## config.mk

```make
export PLATFORM = sky130hd
export DESIGN_NAME = midpoint_ellipse_generator_unit
export DESIGN_NICKNAME = d
export VERILOG_FILES = /design/src/design/meg_pkg.sv /design/src/design/midpoint_ellipse_generator_unit.sv /design/src/design/meg_datapath.sv /design/src/design/meg_ctrl.sv
export VERILOG_INCLUDE_DIRS = /design/src /design/src/design
export SDC_FILE = /design/constraint.sdc
export NUM_CORES = 2
export LEC_CHECK = 0
export BUFFER_PORTS_ARGS = -buffer_cell sky130_fd_sc_hd__buf_2
export CAP_MARGIN = 10
export CORE_UTILIZATION = 45
export DETAILED_ROUTE_END_ITERATION = 6
export PLACE_DENSITY = 0.63
export SYNTH_ARGS = -nofsm -noshare
export SYNTH_HDL_FRONTEND = slang
export SYNTH_HIERARCHICAL = 1
export SYNTH_SLANG_ARGS = --single-unit
export TNS_END_PERCENT = 1
```

## constraint.sdc

```tcl
create_clock -name clk_i -period 11.8 [get_ports clk_i]
set_clock_uncertainty 0.15 [all_clocks]
set_input_delay 2.36 -clock clk_i [delete_from_list [all_inputs] [get_ports clk_i]]
set_output_delay 2.36 -clock clk_i [all_outputs]
set_load 0.05 [all_outputs]
```

## src/design/midpoint_ellipse_generator_unit_defines.svh

```systemverilog
// assertion macros for the ellipse generator controller
`ifndef MIDPOINT_ELLIPSE_GENERATOR_UNIT_DEFINES_SVH
`define MIDPOINT_ELLIPSE_GENERATOR_UNIT_DEFINES_SVH

// same-cycle implication, sampled on clk_i, off during reset
`define MEG_ASSERT_IMPL(lbl, ante, cons, msg) \
  lbl: assert property (@(posedge clk_i) disable iff (!rst_ni) (ante) |-> (cons)) \
    else $error(msg);

// next-cycle implication, sampled on clk_i, off during reset
`define MEG_ASSERT_NEXT(lbl, ante, cons, msg) \
  lbl: assert property (@(posedge clk_i) disable iff (!rst_ni) (ante) |=> (cons)) \
    else $error(msg);

`endif

```

## src/design/meg_pkg.sv

```systemverilog
package meg_pkg;

  // accumulator width of all decision and progress terms
  localparam int unsigned ACC_W          = 40;
  localparam int unsigned AXIS_BITS_DEF  = 10;
  localparam int unsigned COORD_BITS_DEF = 12;

  // request kind carried in tuser
  localparam logic REQ_START = 1'b0;

  // operand pairs of the shared multiplier
  typedef enum logic [1:0] {
    MUL_AA  = 2'd0,
    MUL_BB  = 2'd1,
    MUL_A2B = 2'd2,
    MUL_B2A = 2'd3
  } mul_sel_e;

  // quadrant of a symmetric point, in output order
  typedef enum logic [1:0] {
    Q_PP = 2'd0,
    Q_PM = 2'd1,
    Q_MM = 2'd2,
    Q_MP = 2'd3
  } quad_e;

  typedef struct packed {
    logic     load_in;
    logic     mul_en;
    mul_sel_e mul_sel;
    logic     init_r1;
    logic     setup_r2;
    logic     upd_r1;
    logic     upd_r2;
    logic     emit_pt;
    quad_e    quad;
    logic     emit_done;
  } meg_cmd_t;

  typedef struct packed {
    logic out_free;
    logic p0_lt_p1;
    logic p1_lt_p0;
    logic p_eq;
  } meg_stat_t;

endpackage

```

## src/design/midpoint_ellipse_generator_unit.sv

```systemverilog
// Axis-aligned midpoint ellipse rasterizer. A start word (tuser = 0) loads the centre and
// the semi-axes; once accepted, it forms four products a*a, b*b, a*a*b, b*b*a through one
// shared multiplier, then does the region setup, and gives no result. A step word
// (tuser = 1) gives the next four symmetric points (+x+y, +x-y, -x-y, -x+y), one result
// word per cycle while the output is free, with tlast on the fourth; once accepted, a
// decision step precedes the four points and repeats for each loop end and for each tail
// that gives no points. After the ellipse ends, a step gives one word with done_res set,
// no point and tlast. The input is taken only between words; results wait in a one-word
// output register while the next word is accepted.
module midpoint_ellipse_generator_unit #(
  parameter int unsigned AXIS_BITS  = meg_pkg::AXIS_BITS_DEF,
  parameter int unsigned COORD_BITS = meg_pkg::COORD_BITS_DEF,
  localparam int unsigned IN_W  = ((2 * COORD_BITS + 2 * AXIS_BITS + 7) / 8) * 8,
  localparam int unsigned OUT_W = ((2 * (COORD_BITS + 1) + 7) / 8) * 8
) (
  input  logic             clk_i,
  input  logic             rst_ni,
  input  logic             s_axis_tvalid_i,
  output logic             s_axis_tready_o,
  input  logic [IN_W-1:0]  s_axis_tdata_i,   // center_x, center_y, semi_a, semi_b
  input  logic             s_axis_tuser_i,   // req_type
  output logic             m_axis_tvalid_o,
  input  logic             m_axis_tready_i,
  output logic [OUT_W-1:0] m_axis_tdata_o,   // point_x, point_y
  output logic [1:0]       m_axis_tuser_o,   // point_valid, done_res
  output logic             m_axis_tlast_o
);

  meg_pkg::meg_cmd_t  cmd;
  meg_pkg::meg_stat_t stat;

  // sequencer
  meg_ctrl u_ctrl (
    .clk_i      (clk_i),
    .rst_ni     (rst_ni),
    .s_tvalid_i (s_axis_tvalid_i),
    .s_tuser_i  (s_axis_tuser_i),
    .s_tready_o (s_axis_tready_o),
    .stat_i     (stat),
    .cmd_o      (cmd)
  );

  // products, accumulators and output register
  meg_datapath #(
    .AXIS_BITS  (AXIS_BITS),
    .COORD_BITS (COORD_BITS)
  ) u_datapath (
    .clk_i      (clk_i),
    .rst_ni     (rst_ni),
    .in_tdata_i (s_axis_tdata_i),
    .cmd_i      (cmd),
    .stat_o     (stat),
    .m_tvalid_o (m_axis_tvalid_o),
    .m_tready_i (m_axis_tready_i),
    .m_tdata_o  (m_axis_tdata_o),
    .m_tuser_o  (m_axis_tuser_o),
    .m_tlast_o  (m_axis_tlast_o)
  );

endmodule

```

## src/design/meg_datapath.sv

```systemverilog
module meg_datapath #(
  parameter int unsigned AXIS_BITS  = meg_pkg::AXIS_BITS_DEF,
  parameter int unsigned COORD_BITS = meg_pkg::COORD_BITS_DEF,
  localparam int unsigned IN_W  = ((2 * COORD_BITS + 2 * AXIS_BITS + 7) / 8) * 8,
  localparam int unsigned OUT_W = ((2 * (COORD_BITS + 1) + 7) / 8) * 8
) (
  input  logic               clk_i,
  input  logic               rst_ni,
  input  logic [IN_W-1:0]    in_tdata_i,   // center_x, center_y, semi_a, semi_b
  input  meg_pkg::meg_cmd_t  cmd_i,
  output meg_pkg::meg_stat_t stat_o,
  output logic               m_tvalid_o,
  input  logic               m_tready_i,
  output logic [OUT_W-1:0]   m_tdata_o,    // point_x, point_y
  output logic [1:0]         m_tuser_o,    // point_valid, done_res
  output logic               m_tlast_o
);

  localparam int unsigned A     = AXIS_BITS;
  localparam int unsigned C     = COORD_BITS;
  localparam int unsigned CW    = A + 1;
  localparam int unsigned PW    = C + 1;
  localparam int unsigned SW    = (CW > PW) ? CW : PW;
  localparam int unsigned SQW   = 2 * A;
  localparam int unsigned PRW   = 3 * A;
  localparam int unsigned ACC_W = meg_pkg::ACC_W;

  logic signed [C-1:0]   cx_q, cy_q;
  logic [A-1:0]          a_q, b_q;
  logic [SQW-1:0]        a2_q, b2_q;
  logic [PRW-1:0]        ab_q, ba_q;
  logic [CW-1:0]         cur_x_q, cur_x_d, cur_y_q, cur_y_d;
  logic [ACC_W-1:0]      dec_q, dec_d, inc0_q, inc0_d, inc1_q, inc1_d;
  logic [ACC_W-1:0]      p0_q, p0_d, p1_q, p1_d;
  logic [SQW-1:0]        mul_x;
  logic [A-1:0]          mul_y;
  logic [PRW-1:0]        prod;
  logic [ACC_W-1:0]      sa, sb, st0, st1;
  logic [ACC_W-1:0]      ini_p, ini_q, ini_pr, ini_dec, ini_inc0, ini_inc1;
  logic [SW-1:0]         cx_e, cy_e, ox_e, oy_e, xp, xm, yp, ym;
  logic [PW-1:0]         pt_x, pt_y;
  logic                  out_valid_q, out_last_q, out_pv_q, out_done_q;
  logic signed [PW-1:0]  out_x_q, out_y_q;

  // input word capture on a start request
  always_ff @(posedge clk_i) begin
    if (cmd_i.load_in) begin
      cx_q <= in_tdata_i[C-1:0];
      cy_q <= in_tdata_i[2*C-1:C];
      a_q  <= in_tdata_i[2*C+A-1:2*C];
      b_q  <= in_tdata_i[2*C+2*A-1:2*C+A];
    end
  end

  // shared multiplier, one product per cycle
  always_comb begin
    case (cmd_i.mul_sel)
      meg_pkg::MUL_AA:  begin mul_x = SQW'(a_q); mul_y = a_q; end
      meg_pkg::MUL_BB:  begin mul_x = SQW'(b_q); mul_y = b_q; end
      meg_pkg::MUL_A2B: begin mul_x = a2_q;      mul_y = b_q; end
      meg_pkg::MUL_B2A: begin mul_x = b2_q;      mul_y = a_q; end
      default:          begin mul_x = '0;        mul_y = '0;  end
    endcase
  end

  assign prod = PRW'(mul_x) * PRW'(mul_y);

  always_ff @(posedge clk_i) begin
    if (cmd_i.mul_en) begin
      case (cmd_i.mul_sel)
        meg_pkg::MUL_AA:  a2_q <= prod[SQW-1:0];
        meg_pkg::MUL_BB:  b2_q <= prod[SQW-1:0];
        meg_pkg::MUL_A2B: ab_q <= prod;
        meg_pkg::MUL_B2A: ba_q <= prod;
        default:          ;
      endcase
    end
  end

  // squares and step constants at accumulator width
  assign sa  = ACC_W'(a2_q);
  assign sb  = ACC_W'(b2_q);
  assign st0 = sa << 2;
  assign st1 = sb << 2;

  // region setup terms, roles of the axes swapped for region two
  assign ini_p    = cmd_i.setup_r2 ? sb : sa;
  assign ini_q    = cmd_i.setup_r2 ? sa : sb;
  assign ini_pr   = cmd_i.setup_r2 ? ACC_W'(ba_q) : ACC_W'(ab_q);
  assign ini_dec  = ((ini_q - ini_pr) << 1) + ini_p;
  assign ini_inc0 = (ini_q << 2) + (ini_q << 1);
  assign ini_inc1 = (ini_p << 2) + ini_inc0 - (ini_pr << 2);

  // accumulator next values
  always_comb begin
    cur_x_d = cur_x_q;
    cur_y_d = cur_y_q;
    dec_d   = dec_q;
    inc0_d  = inc0_q;
    inc1_d  = inc1_q;
    p0_d    = p0_q;
    p1_d    = p1_q;
    if (cmd_i.init_r1 || cmd_i.setup_r2) begin
      dec_d  = ini_dec;
      inc0_d = ini_inc0;
      inc1_d = ini_inc1;
      if (cmd_i.setup_r2) begin
        p0_d    = ACC_W'(ba_q);
        p1_d    = '0;
        cur_x_d = CW'(a_q);
        cur_y_d = '0;
      end else begin
        p0_d    = '0;
        p1_d    = ACC_W'(ab_q);
        cur_x_d = '0;
        cur_y_d = CW'(b_q);
      end
    end else if (cmd_i.upd_r1) begin
      cur_x_d = cur_x_q + CW'(1);
      p0_d    = p0_q + sb;
      inc0_d  = inc0_q + st1;
      if (dec_q[ACC_W-1]) begin
        dec_d  = dec_q + inc0_q;
        inc1_d = inc1_q + st1;
      end else begin
        dec_d   = dec_q + inc1_q;
        inc1_d  = inc1_q + st0 + st1;
        cur_y_d = cur_y_q - CW'(1);
        p1_d    = p1_q - sa;
      end
    end else if (cmd_i.upd_r2) begin
      cur_y_d = cur_y_q + CW'(1);
      p1_d    = p1_q + sa;
      inc0_d  = inc0_q + st0;
      if (dec_q[ACC_W-1]) begin
        dec_d  = dec_q + inc0_q;
        inc1_d = inc1_q + st0;
      end else begin
        dec_d   = dec_q + inc1_q;
        inc1_d  = inc1_q + st1 + st0;
        cur_x_d = cur_x_q - CW'(1);
        p0_d    = p0_q - sb;
      end
    end
  end

  always_ff @(posedge clk_i) begin
    cur_x_q <= cur_x_d;
    cur_y_q <= cur_y_d;
    dec_q   <= dec_d;
    inc0_q  <= inc0_d;
    inc1_q  <= inc1_d;
    p0_q    <= p0_d;
    p1_q    <= p1_d;
  end

  // progress comparisons and output-free flag for the controller
  assign stat_o.out_free = !out_valid_q || m_tready_i;
  assign stat_o.p0_lt_p1 = $signed(p0_q) < $signed(p1_q);
  assign stat_o.p1_lt_p0 = $signed(p1_q) < $signed(p0_q);
  assign stat_o.p_eq     = (p0_q == p1_q);

  // symmetric point coordinates around the centre
  assign cx_e = SW'(cx_q);
  assign cy_e = SW'(cy_q);
  assign ox_e = SW'(cur_x_q);
  assign oy_e = SW'(cur_y_q);
  assign xp   = cx_e + ox_e;
  assign xm   = cx_e - ox_e;
  assign yp   = cy_e + oy_e;
  assign ym   = cy_e - oy_e;

  always_comb begin
    case (cmd_i.quad)
      meg_pkg::Q_PP: begin pt_x = xp[PW-1:0]; pt_y = yp[PW-1:0]; end
      meg_pkg::Q_PM: begin pt_x = xp[PW-1:0]; pt_y = ym[PW-1:0]; end
      meg_pkg::Q_MM: begin pt_x = xm[PW-1:0]; pt_y = ym[PW-1:0]; end
      meg_pkg::Q_MP: begin pt_x = xm[PW-1:0]; pt_y = yp[PW-1:0]; end
      default:       begin pt_x = '0;         pt_y = '0;         end
    endcase
  end

  // output register, valid flag
  always_ff @(posedge clk_i or negedge rst_ni) begin
    if (!rst_ni) begin
      out_valid_q <= 1'b0;
    end else if (cmd_i.emit_pt || cmd_i.emit_done) begin
      out_valid_q <= 1'b1;
    end else if (m_tready_i) begin
      out_valid_q <= 1'b0;
    end
  end

  // output register, payload
  always_ff @(posedge clk_i) begin
    if (cmd_i.emit_pt) begin
      out_x_q    <= pt_x;
      out_y_q    <= pt_y;
      out_pv_q   <= 1'b1;
      out_last_q <= (cmd_i.quad == meg_pkg::Q_MP);
      out_done_q <= 1'b0;
    end else if (cmd_i.emit_done) begin
      out_x_q    <= '0;
      out_y_q    <= '0;
      out_pv_q   <= 1'b0;
      out_last_q <= 1'b1;
      out_done_q <= 1'b1;
    end
  end

  assign m_tvalid_o = out_valid_q;
  assign m_tdata_o  = OUT_W'({out_y_q, out_x_q});
  assign m_tuser_o  = {out_done_q, out_pv_q};
  assign m_tlast_o  = out_last_q;

endmodule

```

## src/design/meg_ctrl.sv

```systemverilog
`include "midpoint_ellipse_generator_unit_defines.svh"

module meg_ctrl (
  input  logic               clk_i,
  input  logic               rst_ni,
  input  logic               s_tvalid_i,
  input  logic               s_tuser_i,   // req_type
  output logic               s_tready_o,
  input  meg_pkg::meg_stat_t stat_i,
  output meg_pkg::meg_cmd_t  cmd_o
);

  typedef enum logic [5:0] {
    S_IDLE = 6'b000001,
    S_MUL  = 6'b000010,
    S_INIT = 6'b000100,
    S_EVAL = 6'b001000,
    S_EMIT = 6'b010000,
    S_FIN  = 6'b100000
  } state_e;

  typedef enum logic [5:0] {
    PH_IDLE    = 6'b000001,
    PH_R1_LOOP = 6'b000010,
    PH_R1_TAIL = 6'b000100,
    PH_R2_LOOP = 6'b001000,
    PH_R2_TAIL = 6'b010000,
    PH_DONE    = 6'b100000
  } phase_e;

  state_e     state_q, state_d;
  phase_e     phase_q, phase_d;
  logic [1:0] mul_cnt_q, mul_cnt_d;
  logic [1:0] quad_cnt_q, quad_cnt_d;

  // sequencer
  always_comb begin
    state_d       = state_q;
    phase_d       = phase_q;
    mul_cnt_d     = mul_cnt_q;
    quad_cnt_d    = quad_cnt_q;
    cmd_o         = '0;
    cmd_o.mul_sel = meg_pkg::mul_sel_e'(mul_cnt_q);
    cmd_o.quad    = meg_pkg::quad_e'(quad_cnt_q);
    s_tready_o    = (state_q == S_IDLE);
    case (state_q)
      S_IDLE: begin
        if (s_tvalid_i) begin
          if (s_tuser_i == meg_pkg::REQ_START) begin
            cmd_o.load_in = 1'b1;
            mul_cnt_d     = '0;
            state_d       = S_MUL;
          end else begin
            state_d = S_EVAL;
          end
        end
      end
      S_MUL: begin
        cmd_o.mul_en = 1'b1;
        mul_cnt_d    = mul_cnt_q + 2'd1;
        if (cmd_o.mul_sel == meg_pkg::MUL_B2A) begin
          state_d = S_INIT;
        end
      end
      S_INIT: begin
        cmd_o.init_r1 = 1'b1;
        phase_d       = PH_R1_LOOP;
        state_d       = S_IDLE;
      end
      // walk through phases that give no points until a group or the end
      S_EVAL: begin
        quad_cnt_d = '0;
        case (phase_q)
          PH_R1_LOOP: begin
            if (stat_i.p0_lt_p1) begin
              state_d = S_EMIT;
            end else begin
              phase_d = PH_R1_TAIL;
            end
          end
          PH_R1_TAIL: begin
            if (stat_i.p_eq) begin
              state_d = S_EMIT;
            end else begin
              cmd_o.setup_r2 = 1'b1;
              phase_d        = PH_R2_LOOP;
            end
          end
          PH_R2_LOOP: begin
            if (stat_i.p1_lt_p0) begin
              state_d = S_EMIT;
            end else begin
              phase_d = PH_R2_TAIL;
            end
          end
          PH_R2_TAIL: begin
            if (stat_i.p_eq) begin
              state_d = S_EMIT;
            end else begin
              phase_d = PH_DONE;
            end
          end
          default: begin
            state_d = S_FIN;
          end
        endcase
      end
      // four points while the output is free, then on the last one update the accumulators or advance the phase
      S_EMIT: begin
        if (stat_i.out_free) begin
          cmd_o.emit_pt = 1'b1;
          quad_cnt_d    = quad_cnt_q + 2'd1;
          if (cmd_o.quad == meg_pkg::Q_MP) begin
            state_d = S_IDLE;
            case (phase_q)
              PH_R1_LOOP: cmd_o.upd_r1 = 1'b1;
              PH_R1_TAIL: begin
                cmd_o.setup_r2 = 1'b1;
                phase_d        = PH_R2_LOOP;
              end
              PH_R2_LOOP: cmd_o.upd_r2 = 1'b1;
              PH_R2_TAIL: phase_d = PH_DONE;
              default:    ;
            endcase
          end
        end
      end
      S_FIN: begin
        if (stat_i.out_free) begin
          cmd_o.emit_done = 1'b1;
          state_d         = S_IDLE;
        end
      end
      default: begin
        state_d = S_IDLE;
      end
    endcase
  end

  // control registers
  always_ff @(posedge clk_i or negedge rst_ni) begin
    if (!rst_ni) begin
      state_q    <= S_IDLE;
      phase_q    <= PH_IDLE;
      mul_cnt_q  <= '0;
      quad_cnt_q <= '0;
    end else begin
      state_q    <= state_d;
      phase_q    <= phase_d;
      mul_cnt_q  <= mul_cnt_d;
      quad_cnt_q <= quad_cnt_d;
    end
  end

  // checks
  `MEG_ASSERT_IMPL(a_load_when_free, cmd_o.emit_pt || cmd_o.emit_done, stat_i.out_free, "output register overwritten")
  `MEG_ASSERT_IMPL(a_one_update, 1'b1, $onehot0({cmd_o.init_r1, cmd_o.setup_r2, cmd_o.upd_r1, cmd_o.upd_r2}), "conflicting accumulator updates")
  `MEG_ASSERT_NEXT(a_mul_to_init, state_q == S_MUL && cmd_o.mul_sel == meg_pkg::MUL_B2A, state_q == S_INIT, "product sequence did not end in setup")
  `MEG_ASSERT_NEXT(a_group_ends, cmd_o.emit_pt && cmd_o.quad == meg_pkg::Q_MP, state_q == S_IDLE, "point group did not end after fourth point")

endmodule
```

Word level (Yosys, flattened, before mapping)
Cells that the tools add are included.

$add $sub $neg: 27. Multipliers: 1. $lt $le $gt $ge: 2. Equality and inequality tests: 34. Multiplexer cells: 87. Reductions and logical operators: 29.

Operator list (count): $mux W40 (20); $add A40 B22 Y40 (6); $add A40 B40 Y40 (5); $mux W30 (3); $mux W11 (8); $mux W6 (14); $add A40 B20 Y40 (2); $lt A40 B40 Y1 (2); $pmux W20 S4 (1); $sub A40 B20 Y40 (2); $pmux W13 S2 (2); $eq A40 B40 Y1 (1); $mux W20 (2); $sub A40 B40 Y40 (1); $mux W13 (3); $sub A39 B39 Y39 (1); $pmux W6 S3 (2); $mul A20 B10 Y30 (1); $ne A3 B3 Y1 const B (10); $pmux W6 S5 (1); $add A12 B12 Y13 (2); $sub A12 B12 Y13 (2); $pmux W6 S4 (1); $add A11 B1 Y11 const B (2); other kinds (32) (86).

Flip-flop bits (word level): 412. Input bits: 53. Output and inout port bits: 37. Logic and storage cells: 205.

Logic depth before layout (Yosys ltp)
Depth in word-level cells: 10. Depth in mapped cells: 42. Depth with buffers taken out: 37.

Hierarchy
The synthesis kept the hierarchy.

Modules (own cells, without submodules): meg_datapath (instances 1, cells an instance 4940, area an instance 44192.4 µm², seq. area each 11776.3 µm²); meg_ctrl (instances 1, cells an instance 113, area an instance 1014.7 µm², seq. area each 402.9 µm²).

Worst setup path before layout
Ideal clock, no wire load.

Path type: input -> register. From: in m_axis_tready_i. To: reg u_datapath.inc1_q[35], data pin. Arrival: 9.850 ns. Path slack: 1.537 ns. Stages: 34. Cells stage by stage: nand2b_1 nand2_1 o22a_1 nor3_1 buf_2 buf_1 clkbuf_1 buf_1 clkbuf_1 o21ai_0 ha_1 fa_1 a21o_1 a21oi_1 nor2b_1 o21a_1 o41ai_1 o21ai_0 o31a_1 a21o_1 a21o_1 xnor2_1 fa_1 inv_1 ha_1 nand4_1 nor2_1 nand3_1 o211ai_1 a41oi_1 o21ai_1 inv_1 a221oi_1 a21oi_1.

RTL lines: start, declared (RTL line midpoint_ellipse_generator_unit.sv:23) `input logic m_axis_tready_i,`; end signal, assigned (RTL line meg_datapath.sv:152) `inc1_q <= inc1_d;`; end, declared (RTL line meg_datapath.sv:33) `logic [ACC_W-1:0] dec_q, dec_d, inc0_q, inc0_d, inc1_q, inc1_d;`.

==> run_results.csv <==
group,metric,value,unit
worst_setup_path,start_kind,"primary input",
logic_synthesis,synth_adder_area_share,20.6,%
logic_synthesis,netlist.area_leader.share,25.9,%
logic_synthesis,yosysWarnings,6,
outcome,status,"finished, violations left",
placement,placed_cells,6315,
worst_setup_path,max_stage_delay,0.74,ns
grt,grtUsageMet2,41.4,%
sta,max_slew_margin,16.8,%
min_path,hold_start,"u_datapath/out_pv_q$_SDFFE_PP1P_",
finish,syn_to_final_growth,7.86,%
floorplan,dieWidth,319,microns
logic_synthesis,synth-xor-area-share,8.76,%
placement,dp_worst_setup_slack,0.926,ns
floorplan,start_util,45.7,%
sta,layout_setup_ws,1.37,ns
floorplan,io_pins,90,
placement,globalplace.congestion,0.941,
detailed_routing,postRouteAntennaNets,0,
logic_synthesis,synth_top_family_by_area,"adder cells",
grt,use_met1,35.4,%
sta,fmax,0.0958,GHz
logic_synthesis,synth-edff-count,390,
grt,top_usage_layer,"met2",
floorplan,die_height,319,microns
logic_synthesis,synthDistinctLibCells,100,
logic_synthesis,synth_common_cells,"461 x ha_1, 457 x nor2_1, 426 x inv_1",
placement,portBuffers,79,
job,drv_cap,0,
sta,rsz0062_at_grt,"no",
min_path,holdPathStages,1,
cts,ctsHoldBuffers,0,
cts,clk_latency,0.68,ns
worst_setup_path,crit_fanout,10,
logic_synthesis,synthSimpleGateAreaFrac,15.6,%
sta,finalCriticalPeriod,10.43,ns
cts,clk_path_buf_depth,3,
logic_synthesis,syn_area_per_cell,8.95,sq um
detailed_routing,wl_per_cell,20.5,microns
worst_setup_path,rr_worst_depth,33,
detailed_routing,vias_per_cell,5.85,
logic_synthesis,synthCells,5053,
grt,antenna_found_initial,5,
grt,use_met3,2.64,%
sta,fin_setup_tns,0,ns
worst_setup_path,critPathKind,"primary input to register",
finish,final_cells,6413,
grt,grt_max_degree,76,
worst_setup_path,rr_startpoint,"u_datapath/p1_q[36]$_SDFFCE_PN0P_",
sta,tightest_slew,1.24,ns
logic_synthesis,synth_ff_type,"edfxtp_1",
cts,cts_buffers,51,
finish,final_nets,5772,
cts,postCtsSetupRepairBufs,0,
worst_setup_path,cp.arrival,10.67,ns
logic_synthesis,synth_area_leader_cell,"edfxtp_1",
cts,clkTransAtPathRegs,0.06,ns
floorplan,dieArea,102000,sq um
worst_setup_path,r2r_end,"u_datapath/inc1_q[31]$_DFFE_PN_",
logic_synthesis,synth_compound_area_share,18.5,%
sta,setup_viol,0,
cts,htree_levels,2,
floorplan,rows,115,
cts,ctsResizeCount,0,
cts,cts.sinks,409,
floorplan,core-area,99000,sq um
worst_setup_path,r2r_slack,1.79,ns
worst_setup_path,end_kind,"register",
cts,cts_tree,"yes",
detailed_routing,num_vias,37500,
worst_setup_path,worstPathRequired,12.04,ns
logic_synthesis,async_flop_share,4.16,%
logic_synthesis,netlist_area,45200,sq um
cts,clock-root-buffer,"clkbuf_16",
outcome,violations,"design-rule violations",
logic_synthesis,synth_seq_cells,409,
sta,period_share,88.4,%
grt,grt_pass1_vias,35900,
detailed_routing,dr.pass1.iters,7,
logic_synthesis,synthMostInstantiatedCell,"ha_1",
detailed_routing,drt_iter0_drc,3362,
finish,drive_gt1_share,8.00,%
min_path,hold_end,"u_datapath/out_pv_q$_SDFFE_PP1P_",
worst_setup_path,cp_slowest_cell,"nor3_4",
placement,dp_hpwl,101000,microns
logic_synthesis,ys_seq_area_share,26.9,%
logic_synthesis,synth.area.mux_share,4.53,%
sta,finalHoldViolCount,0,
detailed_routing,finalWirelength,131000,microns
min_path,hold_class,"register to register",
detailed_routing,drt_drc_violations_left,1,
grt,grt_usage,25.5,%
grt,grt_pass1_wl,205000,microns
finish,nFillCells,9370,
logic_synthesis,ys_top_cells_by_area,"edfxtp_1 26%, ha_1 13%, fa_1 7.8%",
grt,overflow,0,
sta,slew_violations,0,
critical path, delay by kind of cell:
kind | cells | cell delay, ns
compound gates | 14 | 4.49
buf+inv | 2 | 0.13
fa+ha+maj | 4 | 1.57
xor+xnor | 2 | 0.35
simple gates | 7 | 1.73
cell families (layout without fill, tap and decap cells):
kind of cell | after synthesis | in the layout
simple gates | 1479 | 1479
compound gates | 1306 | 1306
fa+ha+maj | 638 | 638
buf+inv | 600 | 665
xor+xnor | 452 | 452
flops | 409 | 409
mux | 168 | 168
other cells | 1 | 9
metrics by stage:
stage	hold WS [ns]	area, sq um	utilization, %
after floorplan	0.282	45200	-
after CTS	0.312	48800	49.2
after global routing	0.341	48800	49.3
after global placement	0.291	47100	47.6
after detailed placement	0.296	47100	47.6
final	0.311	48800	49.3
flip-flops by register name, summed over array words and instances (netlist names), 6 cells and up:
register            count
u_datapath/p0_q        40
u_datapath/cy_q        12
u_datapath/a_q         10
u_datapath/cur_x_q     11
u_datapath/ab_q        30
u_datapath/out_x_q     13
u_datapath/cur_y_q     11
u_datapath/b_q         10
u_datapath/cx_q        12
u_datapath/b2_q        20
u_datapath/inc1_q      39
u_datapath/ba_q        30
u_ctrl/phase_q          6
u_datapath/p1_q        40
u_datapath/dec_q       40
u_datapath/inc0_q      38
u_datapath/out_y_q     13
u_datapath/a2_q        20
u_ctrl/state_q          6
per-layer routing:
layer  share of wire, %  vias to the layer above
li1                   -                    18200
met1                 46                    18000
met2                 46                     1083
met3                5.4                      209
met4                3.2                        0
met5                  0                        -
cell usage in the layout, fill, tap and decap left out, drive strengths merged, types with 105 or more instances in the layout:
master,instances
edfxtp,390
nand2,399
a21o,169
ha,461
nor2,457
nor3,111
fa,177
mux2,105
xnor2,289
inv,428
a21oi,379
o21ai,308
buf,143
xor2,163
area by class of cell:
type	count	area, sq um	share of cell area, %
tap	1287	1610	3.30
clock buffer	64	1350	2.76
antenna	2	5.00	0.0103
inverter	426	1600	3.29
clock inverter	32	305	0.626
multi-input combinational	4050	30800	63.2
sequential	409	12200	25.0
timing repair buffer	143	905	1.86
how the worst max path moves through the flow:
stage	start	to	slack, ns	depth (start not counted)
finish	m_axis_tready_i	u_datapath/inc1_q[31]$_DFFE_PN_	1.37	29
global route	m_axis_tready_i	u_datapath/inc1_q[37]$_DFFE_PN_	0.79	33
CTS	m_axis_tready_i	u_datapath/inc1_q[31]$_DFFE_PN_	1.60	29
detailed placement	m_axis_tready_i	u_datapath/inc1_q[31]$_DFFE_PN_	0.93	29
global placement	m_axis_tready_i	u_datapath/inc1_q[31]$_DFFE_PN_	0.93	29
floorplan	m_axis_tready_i	u_datapath/inc1_q[35]$_DFFE_PN_	1.54	34
Power is not shown: default switching activity piles up to over one toggle a cycle in this logic, so the estimate is an artifact.
